`config.mk`:
```
export PLATFORM = sky130hd
export DESIGN_NAME = hires_artifact_color_line_core
export DESIGN_NICKNAME = d
export VERILOG_FILES = /design/src/rtl/hacl_pkg.sv /design/src/rtl/hacl_cfg.sv /design/src/rtl/hacl_decode.sv /design/src/rtl/hacl_serial.sv /design/src/rtl/hires_artifact_color_line_core.sv
export SDC_FILE = /design/constraint.sdc
export NUM_CORES = 1
export LEC_CHECK = 0
export BUFFER_PORTS_ARGS = -buffer_cell sky130_fd_sc_hd__clkbuf_2
export CAP_MARGIN = 20
export CORE_MARGIN = 2
export CORE_UTILIZATION = 53
export DETAILED_ROUTE_END_ITERATION = 8
export GPL_ROUTABILITY_DRIVEN = 1
export HOLD_SLACK_MARGIN = 0.06
export PLACE_DENSITY = 0.85
export RECOVER_POWER = 50
export SLEW_MARGIN = 10
export SYNTH_ARGS = -nofsm -noshare
export SYNTH_HDL_FRONTEND = slang
export SYNTH_HIERARCHICAL = 1
export SYNTH_SLANG_ARGS = --single-unit
export TNS_END_PERCENT = 100
```
`constraint.sdc`:
```
create_clock -name clk_i -period 4.93 [get_ports clk_i]
set_input_delay 0.986 -clock clk_i [delete_from_list [all_inputs] [get_ports clk_i]]
set_output_delay 0.986 -clock clk_i [all_outputs]
set_load 0.02 [all_outputs]
```
`src/rtl/hacl_pkg.sv`:
```
`timescale 1ns / 1ps
// ----------------------------------------------------------------------------
// hacl_pkg - shared types and constants for the hi-res artifact colour line
// Palette tables, screen limits, the decoded-byte record and the colour to
// ARGB lookup.
// ----------------------------------------------------------------------------
package hacl_pkg;

  // Pixels produced for one video byte; the last one repeats bit 6
  localparam int unsigned PixPerByte = 8;
  localparam int unsigned BitsPerByte = 7;

  // Screen limits in source terms (line and byte column)
  localparam logic [7:0] LineLimit      = 8'd192;
  localparam logic [7:0] MixedLineLimit = 8'd168;
  localparam logic [5:0] ColLimit       = 6'd40;

  // Two-bit artifact index to 4-bit colour, entry 0 in the low nibble
  localparam logic [3:0][3:0] Pal0Map = {4'hF, 4'h2, 4'h5, 4'h0};
  localparam logic [3:0][3:0] Pal1Map = {4'hF, 4'h1, 4'h6, 4'h0};

  // Intensity byte ORed in per colour bit
  localparam logic [7:0] FullIntensity = 8'hFF;

  // One decoded video byte, handed from the decoder to the serialiser
  typedef struct packed {
    logic [7:0]      line;
    logic [5:0]      col;
    logic            row_ok;
    logic            col_ok;
    logic [7:0][3:0] colour;
  } hacl_byte_t;

  // Base palette entry ORed with the intensity bits of the colour
  function automatic logic [31:0] colour_to_argb(input logic [3:0] c);
    logic [31:0] v;
    case (c)
      4'h0:    v = 32'hFF000000;
      4'h1:    v = 32'hFFEA5D15;
      4'h2:    v = 32'hFF43C300;
      4'h5:    v = 32'hFFB63DFF;
      4'h6:    v = 32'hFF10A4E3;
      4'hF:    v = 32'hFFFFFFFF;
      default: v = 32'h00000000;
    endcase
    if (c[2]) v[7:0]   = v[7:0]   | FullIntensity;
    if (c[1]) v[15:8]  = v[15:8]  | FullIntensity;
    if (c[0]) v[23:16] = v[23:16] | FullIntensity;
    return v;
  endfunction

endpackage

```
`src/rtl/hacl_cfg.sv`:
```
`timescale 1ns / 1ps
// ----------------------------------------------------------------------------
// hacl_cfg - configuration register file
// APB-style slave holding the mixed-mode bit; zero wait states.
// ----------------------------------------------------------------------------
module hacl_cfg
  import hacl_pkg::*;
(
  input  logic        clk_i,
  input  logic        rst_ni,
  input  logic        psel,
  input  logic        penable,
  input  logic        pwrite,
  input  logic [2:0]  paddr,
  input  logic [31:0] pwdata,
  output logic [31:0] prdata,
  output logic        pready,
  output logic        mixed_mode_o
);

  logic mixed_mode_q, mixed_mode_d;
  logic wr_en;
  logic sel_mixed;

  // Register 0 sits at byte address 0; address bit 2 selects beyond the list
  assign sel_mixed = (paddr[2] == 1'b0);
  assign pready    = 1'b1;
  assign wr_en     = psel & penable & pwrite & pready & sel_mixed;

  always_comb begin
    mixed_mode_d = mixed_mode_q;
    if (wr_en) mixed_mode_d = pwdata[0];
  end

  always_ff @(posedge clk_i or negedge rst_ni) begin
    if (!rst_ni) begin
      mixed_mode_q <= 1'b0;
    end else begin
      mixed_mode_q <= mixed_mode_d;
    end
  end

  // Read back
  assign prdata       = sel_mixed ? {31'd0, mixed_mode_q} : 32'd0;
  assign mixed_mode_o = mixed_mode_q;

endmodule

```
`src/rtl/hacl_decode.sv`:
```
`timescale 1ns / 1ps
// ----------------------------------------------------------------------------
// hacl_decode - artifact colour decoder
// Turns one video byte into eight 4-bit colours and keeps the carried bit
// between bytes of a line.
// ----------------------------------------------------------------------------
module hacl_decode
  import hacl_pkg::*;
(
  input  logic       clk_i,
  input  logic       rst_ni,
  input  logic       accept_i,
  input  logic [7:0] video_byte_i,
  input  logic [5:0] byte_column_i,
  input  logic [7:0] scan_line_i,
  input  logic       mixed_mode_i,
  output hacl_byte_t dec_o
);

  logic       prev_bit_q, prev_bit_d;
  logic       prev_start;
  logic [6:0] prev_vec;
  logic [1:0] idx [BitsPerByte];

  // Carried bit restarts at column 0
  assign prev_start = (byte_column_i == 6'd0) ? 1'b0 : prev_bit_q;
  assign prev_vec   = {video_byte_i[5:0], prev_start};

  // Per-bit index and palette lookup; the bit pairs are independent
  always_comb begin
    dec_o.line   = scan_line_i;
    dec_o.col    = byte_column_i;
    dec_o.col_ok = (byte_column_i < ColLimit);
    dec_o.row_ok = (scan_line_i < LineLimit) &&
                   !(mixed_mode_i && (scan_line_i >= MixedLineLimit));
    for (int k = 0; k < BitsPerByte; k++) begin
      // odd column plus bit position: current bit is the high half
      if (byte_column_i[0] ^ k[0])
        idx[k] = {video_byte_i[k], prev_vec[k]};
      else
        idx[k] = {prev_vec[k], video_byte_i[k]};
      dec_o.colour[k] = video_byte_i[7] ? Pal1Map[idx[k]] : Pal0Map[idx[k]];
    end
    // eighth pixel stretches bit 6
    dec_o.colour[7] = dec_o.colour[6];
  end

  always_comb begin
    prev_bit_d = prev_bit_q;
    if (accept_i) prev_bit_d = video_byte_i[6];
  end

  always_ff @(posedge clk_i or negedge rst_ni) begin
    if (!rst_ni) begin
      prev_bit_q <= 1'b0;
    end else begin
      prev_bit_q <= prev_bit_d;
    end
  end

endmodule

```
`src/rtl/hacl_serial.sv`:
```
`timescale 1ns / 1ps
// ----------------------------------------------------------------------------
// hacl_serial - byte buffer and pixel serialiser
// Holds one decoded byte and issues its eight pixels, one per cycle while the
// output is not stalled, into the registered output stage.
// ----------------------------------------------------------------------------
module hacl_serial
  import hacl_pkg::*;
(
  input  logic        clk_i,
  input  logic        rst_ni,
  input  logic        in_valid_i,
  output logic        in_ready_o,
  input  hacl_byte_t  in_byte_i,
  output logic        out_valid_o,
  input  logic        out_ready_i,
  output logic [7:0]  out_line_o,
  output logic [8:0]  out_pcol_o,
  output logic [3:0]  out_colour_o,
  output logic [31:0] out_argb_o,
  output logic        out_visible_o,
  output logic        out_last_o
);

  hacl_byte_t  buf_q, buf_d;
  logic        buf_valid_q, buf_valid_d;
  logic [2:0]  k_q, k_d;
  logic        out_valid_q, out_valid_d;
  logic [7:0]  line_q, line_d;
  logic [8:0]  pcol_q, pcol_d;
  logic [3:0]  colour_q, colour_d;
  logic [31:0] argb_q, argb_d;
  logic        visible_q, visible_d;
  logic        last_q, last_d;
  logic        issue;
  logic        issue_last;
  logic        accept;

  // A pixel moves on whenever the output stage is free or being drained
  assign issue      = buf_valid_q & (~out_valid_q | out_ready_i);
  assign issue_last = issue & (k_q == 3'(PixPerByte - 1));
  assign in_ready_o = ~buf_valid_q | issue_last;
  assign accept     = in_valid_i & in_ready_o;

  // Buffer and pixel counter
  always_comb begin
    buf_d       = buf_q;
    buf_valid_d = buf_valid_q;
    k_d         = k_q;
    if (issue) k_d = k_q + 3'd1;
    if (issue_last) buf_valid_d = 1'b0;
    if (accept) begin
      buf_d       = in_byte_i;
      buf_valid_d = 1'b1;
    end
  end

  // Output stage
  always_comb begin
    out_valid_d = out_valid_q;
    line_d      = line_q;
    pcol_d      = pcol_q;
    colour_d    = colour_q;
    argb_d      = argb_q;
    visible_d   = visible_q;
    last_d      = last_q;
    if (out_ready_i) out_valid_d = 1'b0;
    if (issue) begin
      out_valid_d = 1'b1;
      line_d      = buf_q.line;
      pcol_d      = {buf_q.col, k_q};
      colour_d    = buf_q.colour[k_q];
      argb_d      = colour_to_argb(buf_q.colour[k_q]);
      visible_d   = buf_q.row_ok & buf_q.col_ok;
      last_d      = (k_q == 3'(PixPerByte - 1));
    end
  end

  always_ff @(posedge clk_i or negedge rst_ni) begin
    if (!rst_ni) begin
      buf_valid_q <= 1'b0;
      k_q         <= 3'd0;
      out_valid_q <= 1'b0;
    end else begin
      buf_valid_q <= buf_valid_d;
      k_q         <= k_d;
      out_valid_q <= out_valid_d;
    end
  end

  // Payload, no reset needed
  always_ff @(posedge clk_i) begin
    buf_q    <= buf_d;
    line_q   <= line_d;
    pcol_q   <= pcol_d;
    colour_q <= colour_d;
    argb_q   <= argb_d;
    visible_q <= visible_d;
    last_q   <= last_d;
  end

  assign out_valid_o   = out_valid_q;
  assign out_line_o    = line_q;
  assign out_pcol_o    = pcol_q;
  assign out_colour_o  = colour_q;
  assign out_argb_o    = argb_q;
  assign out_visible_o = visible_q;
  assign out_last_o    = last_q;

  // Counter idles at zero with no byte held
  a_idle_count: assert property (@(posedge clk_i) disable iff (!rst_ni)
    !buf_valid_q |-> k_q == 3'd0)
    else $error("pixel counter moved with no byte buffered");

  // Last pixel of a byte sits at the end of its eight-column group
  a_last_col: assert property (@(posedge clk_i) disable iff (!rst_ni)
    out_valid_q && last_q |-> pcol_q[2:0] == 3'd7)
    else $error("last pixel flag on wrong column");

  // Pixels of one byte follow without a gap
  a_no_gap: assert property (@(posedge clk_i) disable iff (!rst_ni)
    out_valid_q && out_ready_i && !last_q |=> out_valid_q)
    else $error("gap inside a byte's pixel run");

endmodule

```
`src/rtl/hires_artifact_color_line_core.sv`:
```
`timescale 1ns / 1ps
// ----------------------------------------------------------------------------
// hires_artifact_color_line_core - hi-res artifact colour line renderer
// Path: a taken byte is held in the byte buffer, then each pixel is registered
// in the output stage. One pixel per cycle while the output is not stalled;
// the serialiser sets the rate, and the next byte is taken with the last pixel.
// Reset: asynchronous, active low; clears the carried bit, mixed mode and
// all valid flags.
// ----------------------------------------------------------------------------
module hires_artifact_color_line_core
  import hacl_pkg::*;
(
  input  logic        clk_i,
  input  logic        rst_ni,
  // Video byte stream
  input  logic        s_axis_tvalid,
  output logic        s_axis_tready,
  // [7:0] video_byte, [13:8] byte_column, [21:14] scan_line, [23:22] zero
  input  logic [23:0] s_axis_tdata,
  // Pixel stream
  output logic        m_axis_tvalid,
  input  logic        m_axis_tready,
  // [7:0] line_pair, [16:8] pixel_column, [20:17] color_index,
  // [52:21] argb, [55:53] zero
  output logic [55:0] m_axis_tdata,
  output logic        m_axis_tlast,
  // [0] visible
  output logic        m_axis_tuser,
  // Configuration
  input  logic        psel,
  input  logic        penable,
  input  logic        pwrite,
  input  logic [2:0]  paddr,
  input  logic [31:0] pwdata,
  output logic [31:0] prdata,
  output logic        pready
);

  logic        mixed_mode;
  logic        accept;
  hacl_byte_t  dec;
  logic [7:0]  line;
  logic [8:0]  pcol;
  logic [3:0]  colour;
  logic [31:0] argb;

  assign accept = s_axis_tvalid & s_axis_tready;

  hacl_cfg u_cfg (
    .clk_i        (clk_i),
    .rst_ni       (rst_ni),
    .psel         (psel),
    .penable      (penable),
    .pwrite       (pwrite),
    .paddr        (paddr),
    .pwdata       (pwdata),
    .prdata       (prdata),
    .pready       (pready),
    .mixed_mode_o (mixed_mode)
  );

  hacl_decode u_decode (
    .clk_i         (clk_i),
    .rst_ni        (rst_ni),
    .accept_i      (accept),
    .video_byte_i  (s_axis_tdata[7:0]),
    .byte_column_i (s_axis_tdata[13:8]),
    .scan_line_i   (s_axis_tdata[21:14]),
    .mixed_mode_i  (mixed_mode),
    .dec_o         (dec)
  );

  hacl_serial u_serial (
    .clk_i         (clk_i),
    .rst_ni        (rst_ni),
    .in_valid_i    (s_axis_tvalid),
    .in_ready_o    (s_axis_tready),
    .in_byte_i     (dec),
    .out_valid_o   (m_axis_tvalid),
    .out_ready_i   (m_axis_tready),
    .out_line_o    (line),
    .out_pcol_o    (pcol),
    .out_colour_o  (colour),
    .out_argb_o    (argb),
    .out_visible_o (m_axis_tuser),
    .out_last_o    (m_axis_tlast)
  );

  assign m_axis_tdata = {3'd0, argb, colour, pcol, line};

endmodule
```
After elaboration in Yosys (flattened, before gate mapping) --
Cells that the tools add are included.
Storage, ports and cells: logic and storage cells 113, input port bits 66, register bits 106
Operators by class: $add $sub $neg 1, reductions and logical operators 7, muxes and demuxes 51, equality and inequality tests 6, bitwise operators 12, $lt $le $gt $ge 11
Operators with widths (number):
- $pmux 32 s6 | 1
- $bmux 4 s2 | 14
- $mux 4 | 22
- $lt 2x3->1 const B | 7
- $mux 2 | 7
- $bmux 4 s3 | 1
- $eq 4x3->1 const B | 2
- $ge 8x8->1 const B | 1
- $lt 8x8->1 const B | 1
- $and 1x1->1 | 7
- $logic_not 6->1 | 1
- $lt 6x6->1 const B | 1
- $mux 1 | 6
- $eq 4x1->1 const B | 1
- $eq 4x2->1 const B | 1
- $eq 4x4->1 const B | 1
- $logic_not 4->1 | 1
- $lt 3x4->1 const B | 1
- $reduce_bool 2->1 | 2
- $add 3x1->3 const B | 1
- $eq 3x3->1 const B | 1
- $not 1->1 | 3
- $logic_and 1x1->1 | 2
- $or 1x1->1 | 2
- $logic_not 1->1 | 1

Depth between registers and ports, before layout --
depth after elaboration 7, depth in mapped cells 6

Cells and area by module --
The synthesis kept the hierarchy.
Modules (own cells, without submodules):
- hacl_serial | area each 3475.8 um2, cells an instance 164, instances 1, sequential area each 2827.7 um2
- hacl_decode | area each 505.5 um2, cells an instance 83, instances 1, sequential area each 25.0 um2
- hacl_cfg | area each 301.5 um2, cells an instance 38, instances 1, sequential area each 25.0 um2
- hires_artifact_color_line_core | area each 32.5 um2, cells an instance 5, instances 1, sequential area each 0.0 um2

Worst setup path after synthesis --
Ideal clock, no wire load.
path type in2reg, start in m_axis_tready, end reg u_serial/buf_q[0] (netlist name), enable pin, data arrival time 2.569 ns, data required time 4.520 ns, library setup time 0.410 ns, path slack 1.951 ns, buffers on the path 0, stages 4, cell sequence nand2b_1 > nand2_1 > nand2_1 > and2_1
On the way: cells in the longest elaborated chain, start to end 5
Ends and longest elaborated chain:
- from (decl) | line hires_artifact_color_line_core.sv:22 | input logic m_axis_tready,
- $or 1x1->1 | line hacl_serial.sv:40 | assign issue = buf_valid_q & (~out_valid_q | out_ready_i);
- $and 1x1->1 | line hacl_serial.sv:40
- $and 1x1->1 | line hacl_serial.sv:41 | assign issue_last = issue & (k_q == 3'(PixPerByte - 1));
- $or 1x1->1 | line hacl_serial.sv:42 | assign in_ready_o = ~buf_valid_q | issue_last;
- named net s_axis_tready | line hires_artifact_color_line_core.sv:17 | output logic s_axis_tready,
- $and 1x1->1 | line hacl_serial.sv:43 | assign accept = in_valid_i & in_ready_o;
- named net u_serial.accept | line hacl_serial.sv:37 | logic accept;
- to (signal assigned) | line hacl_serial.sv:93 | buf_q <= buf_d;
- to (decl) | line hacl_serial.sv:25 | hacl_byte_t buf_q, buf_d;
The timed path passes the listed nets, and every way through them passes these cells. A chain may end at the register's enable or synchronous reset.

Final worst setup path --
start in m_axis_tready, end reg u_serial.line_q[6], in the netlist u_serial/out_line_o[6], enable pin
On the way: cells in the longest elaborated chain, start to end 2
Ends and longest elaborated chain:
- $or 1x1->1 | line hacl_serial.sv:40
- $and 1x1->1 | line hacl_serial.sv:40
- named net u_serial.issue | line hacl_serial.sv:35 | logic issue;
- to (signal assigned) | line hacl_serial.sv:94 | line_q <= line_d;
- to (decl) | line hacl_serial.sv:29 | logic [7:0] line_q, line_d;
The timed path passes the listed nets, and every way through them passes these cells.

==> metrics.txt <==
vias per cell 4.81; Routed Antenna Nets 0; Die ar. 8880 µm²; Worst-path clk slew 0.08 ns; H-tree levels 3; cell taking the most area after synthesis edfxtp_1; Slew HR -39.3%; clk buf depth 2; Lkg Pwr 1.77 nW; postcts setup bufs 0; layout cells sized above 1 22.7%; largest net degree at the start of global routing 49; R2R cell count 4; multi-input logic area 972 µm²; Ant. Diodes 0; Max FO, Critical Path 42; ys flop type edfxtp_1; total gr overflow 0; Synth-to-Final Area Change 6.84%; Worst Path Buf+Inv 3; Top Family by Delay on Critical Path buffers and inverters; clock latency on the worst-skew pair 0.35 ns; Rows 32; RSZ-0062 raised after global routing false; Slowest Stage Delay on Critical Path 1.48 ns; HPWL Detailed 4460 µm; CTS Hold Buffers Added 0; initial antenna violation count 0; Port-buffer cells 88; asr flop ratio synth 7.22%; Post-Syn Instances 290; Synth cell types 39; RR Endpoint u_serial/out_line_o[6]; worst slew pin tran 2.09 ns; quantity of gates resized following cts 0; critical path depth 5; Worst setup SP type primary input; HP Class reg2reg; leading post-synthesis cells by cell area edfxtp_1 63%, buf_4 12%, mux4_2 4.2%; Yosys reg bits 97; gpl congestion 0.912; minimum clock period 2.98 ns; final critical-path share of the clock period 60.4%; syn_area_per_cell 14.9 µm²; crit-path cells clkbuf_2 -> nand2b_1 -> nand2_1 -> inv_1 -> clkbuf_1; Ys Warns 6; Worst path slowest cell clkbuf_1; run status finished, violations left; CTS Buf Count 9; Power per Cell Area 602 nW/µm²; wire per inst 13.7 µm; global-route wire length before repair 9470 µm; Worst R2R Setup Slack 2.29 ns; Post-synth top cells 90 x edfxtp_1, 67 x buf_4, 42 x nand2_1, 9 x and2_1, 9 x mux2_2; Via Count 2207; Fin Clk Skew 0.0126 ns; Core Area 7810 µm²; initial core utilization 55.3%; 1st-pass router iterations 4; Clock Sinks 97; die height 94.2 µm; grt peak-use layer met2; Max VDD drop 0.000180 V; top cell type's share of synthesized area 62.6%; GRT Total Usage 14.6%; Worst setup EP type flop; CTS tree yes; Storage cell area 2880 µm²; MaxCap Viol Count 1; CP Data Arrival Time 2.91 ns; Cell Area, Synth 4320 µm²; reg2reg start u_serial/out_valid_o; fin. max-slew vios 43; critical path required time 4.86 ns; EDFF count, synth 90; global routing usage on met3 3.21%; Filler cells 627; post-synthesis sequential area ratio 66.7%; initial DRC count 92; CP startpoint m_axis_tready; M2 GR Usage 24.5%; Residual DRC 0; setup violators final 0; Die Width 94.2 µm; hold violation count in the final report 0; Total Wirelength 6300 µm; vias in the first global route 1972; Worst Path Class, Setup in2reg; count leader, synth edfxtp_1; IO Count 159; Fin Setup TNS 0 ns; met1 usage 18.1%; Final Total Pwr 2.78 mW; failing checks max-capacitance violations, max-slew violations; Critical Path Sink u_serial/out_line_o[6]; CTS root buf clkbuf_8; fmax 336 MHz; fin nets 420
==> area by class of cell <==
cell class	count	area share, %
multi-input cells	147	21.1
repair buffers	90	8.87
clock buffers	11	3.07
flip-flops and latches	97	62.4
well taps	102	2.77
inverters	7	0.570
clock inverters	5	1.22
==> logic make-up after synthesis <==
group | count (synthesis) | share of synthesized area, %
flops | 97 | 66.7
buf+inv | 78 | 13.0
compound gates | 19 | 2.87
mux | 21 | 8.00
simple gates | 67 | 7.65
other cells | 3 | 0.261
fa+ha+maj | 2 | 0.580
xor+xnor | 3 | 0.957
==> state kept, by name, summed over array words and instances, names as in the netlist <==
name	flops
u_serial/out_last_o	1
u_serial/out_colour_o	4
u_cfg/mixed_mode_o	1
u_serial/out_pcol_o	9
u_serial/out_line_o	8
u_serial/k_q	3
u_serial/out_visible_o	1
u_decode/prev_bit_q	1
u_serial/buf_valid_q	1
u_serial/out_argb_o	19
u_serial/out_valid_o	1
u_serial/buf_q	48
==> metrics by stage <==
step,instance area (µm²),setup slack [ns],hold WS (ns),utilization (%),cells
after global routing,4610,1.67,0.435,59.1,459
after floorplan,4440,1.95,0.400,-,322
after detailed placement,4480,2.28,0.405,57.4,442
after CTS,4680,2.04,0.425,59.9,458
final,4610,1.95,0.423,59.1,459
after global placement,4480,2.32,0.402,57.4,442
==> worst min path at each step <==
stage	slack, ns	from	to	depth (start not counted)
2_1_floorplan	0.40	u_serial/buf_q[40]	u_serial/out_line_o[0]	0
3_3_place_gp	0.40	u_serial/buf_q[39]	u_serial/out_pcol_o[8]	0
3_5_place_dp	0.40	u_serial/buf_q[45]	u_serial/out_line_o[5]	0
4_1_cts	0.43	u_serial/buf_q[39]	u_serial/out_pcol_o[8]	0
5_1_grt	0.44	u_serial/buf_q[40]	u_serial/out_line_o[0]	0
6_report	0.42	u_serial/buf_q[41]	u_serial/out_line_o[1]	0
==> report_power, final <==
| part | internal (mW) | total, mW | switching (mW) |
|---|---|---|---|
| Sequential | 1.19 | 1.32 | 0.124 |
| Combinational | 0.348 | 0.959 | 0.611 |
| Clock | 0.248 | 0.499 | 0.251 |
| Total | 1.79 | 2.78 | 0.986 |
==> metal layers <==
layer | wire, µm | vias up
li1 | - | 1054
met1 | 2470 | 1035
met2 | 3210 | 109
met3 | 523 | 9
met4 | 104 | 0
met5 | 0 | -
==> cells in the final DEF (no fill, tap or decap), drive strengths merged <==
cell type,n
mux2,12
dfrtp,7
nor3,1
clkinv,4
nand3b,2
mux4,8
and2,9
nand2b,6
a21oi,2
nor2,2
a31o,3
o211a,1
xnor2,2
mux2i,1
and2b,1
o21ai,9
conb,35
o22ai,1
ha,2
clkinvlp,1
or4,1
inv,6
nand3,1
edfxtp,90
buf,1
o21bai,1
nand4b,1
clkbuf,100
o211ai,2
xor2,1
bufinv,1
nand2,43
Power figures use the tool's default switching activity.
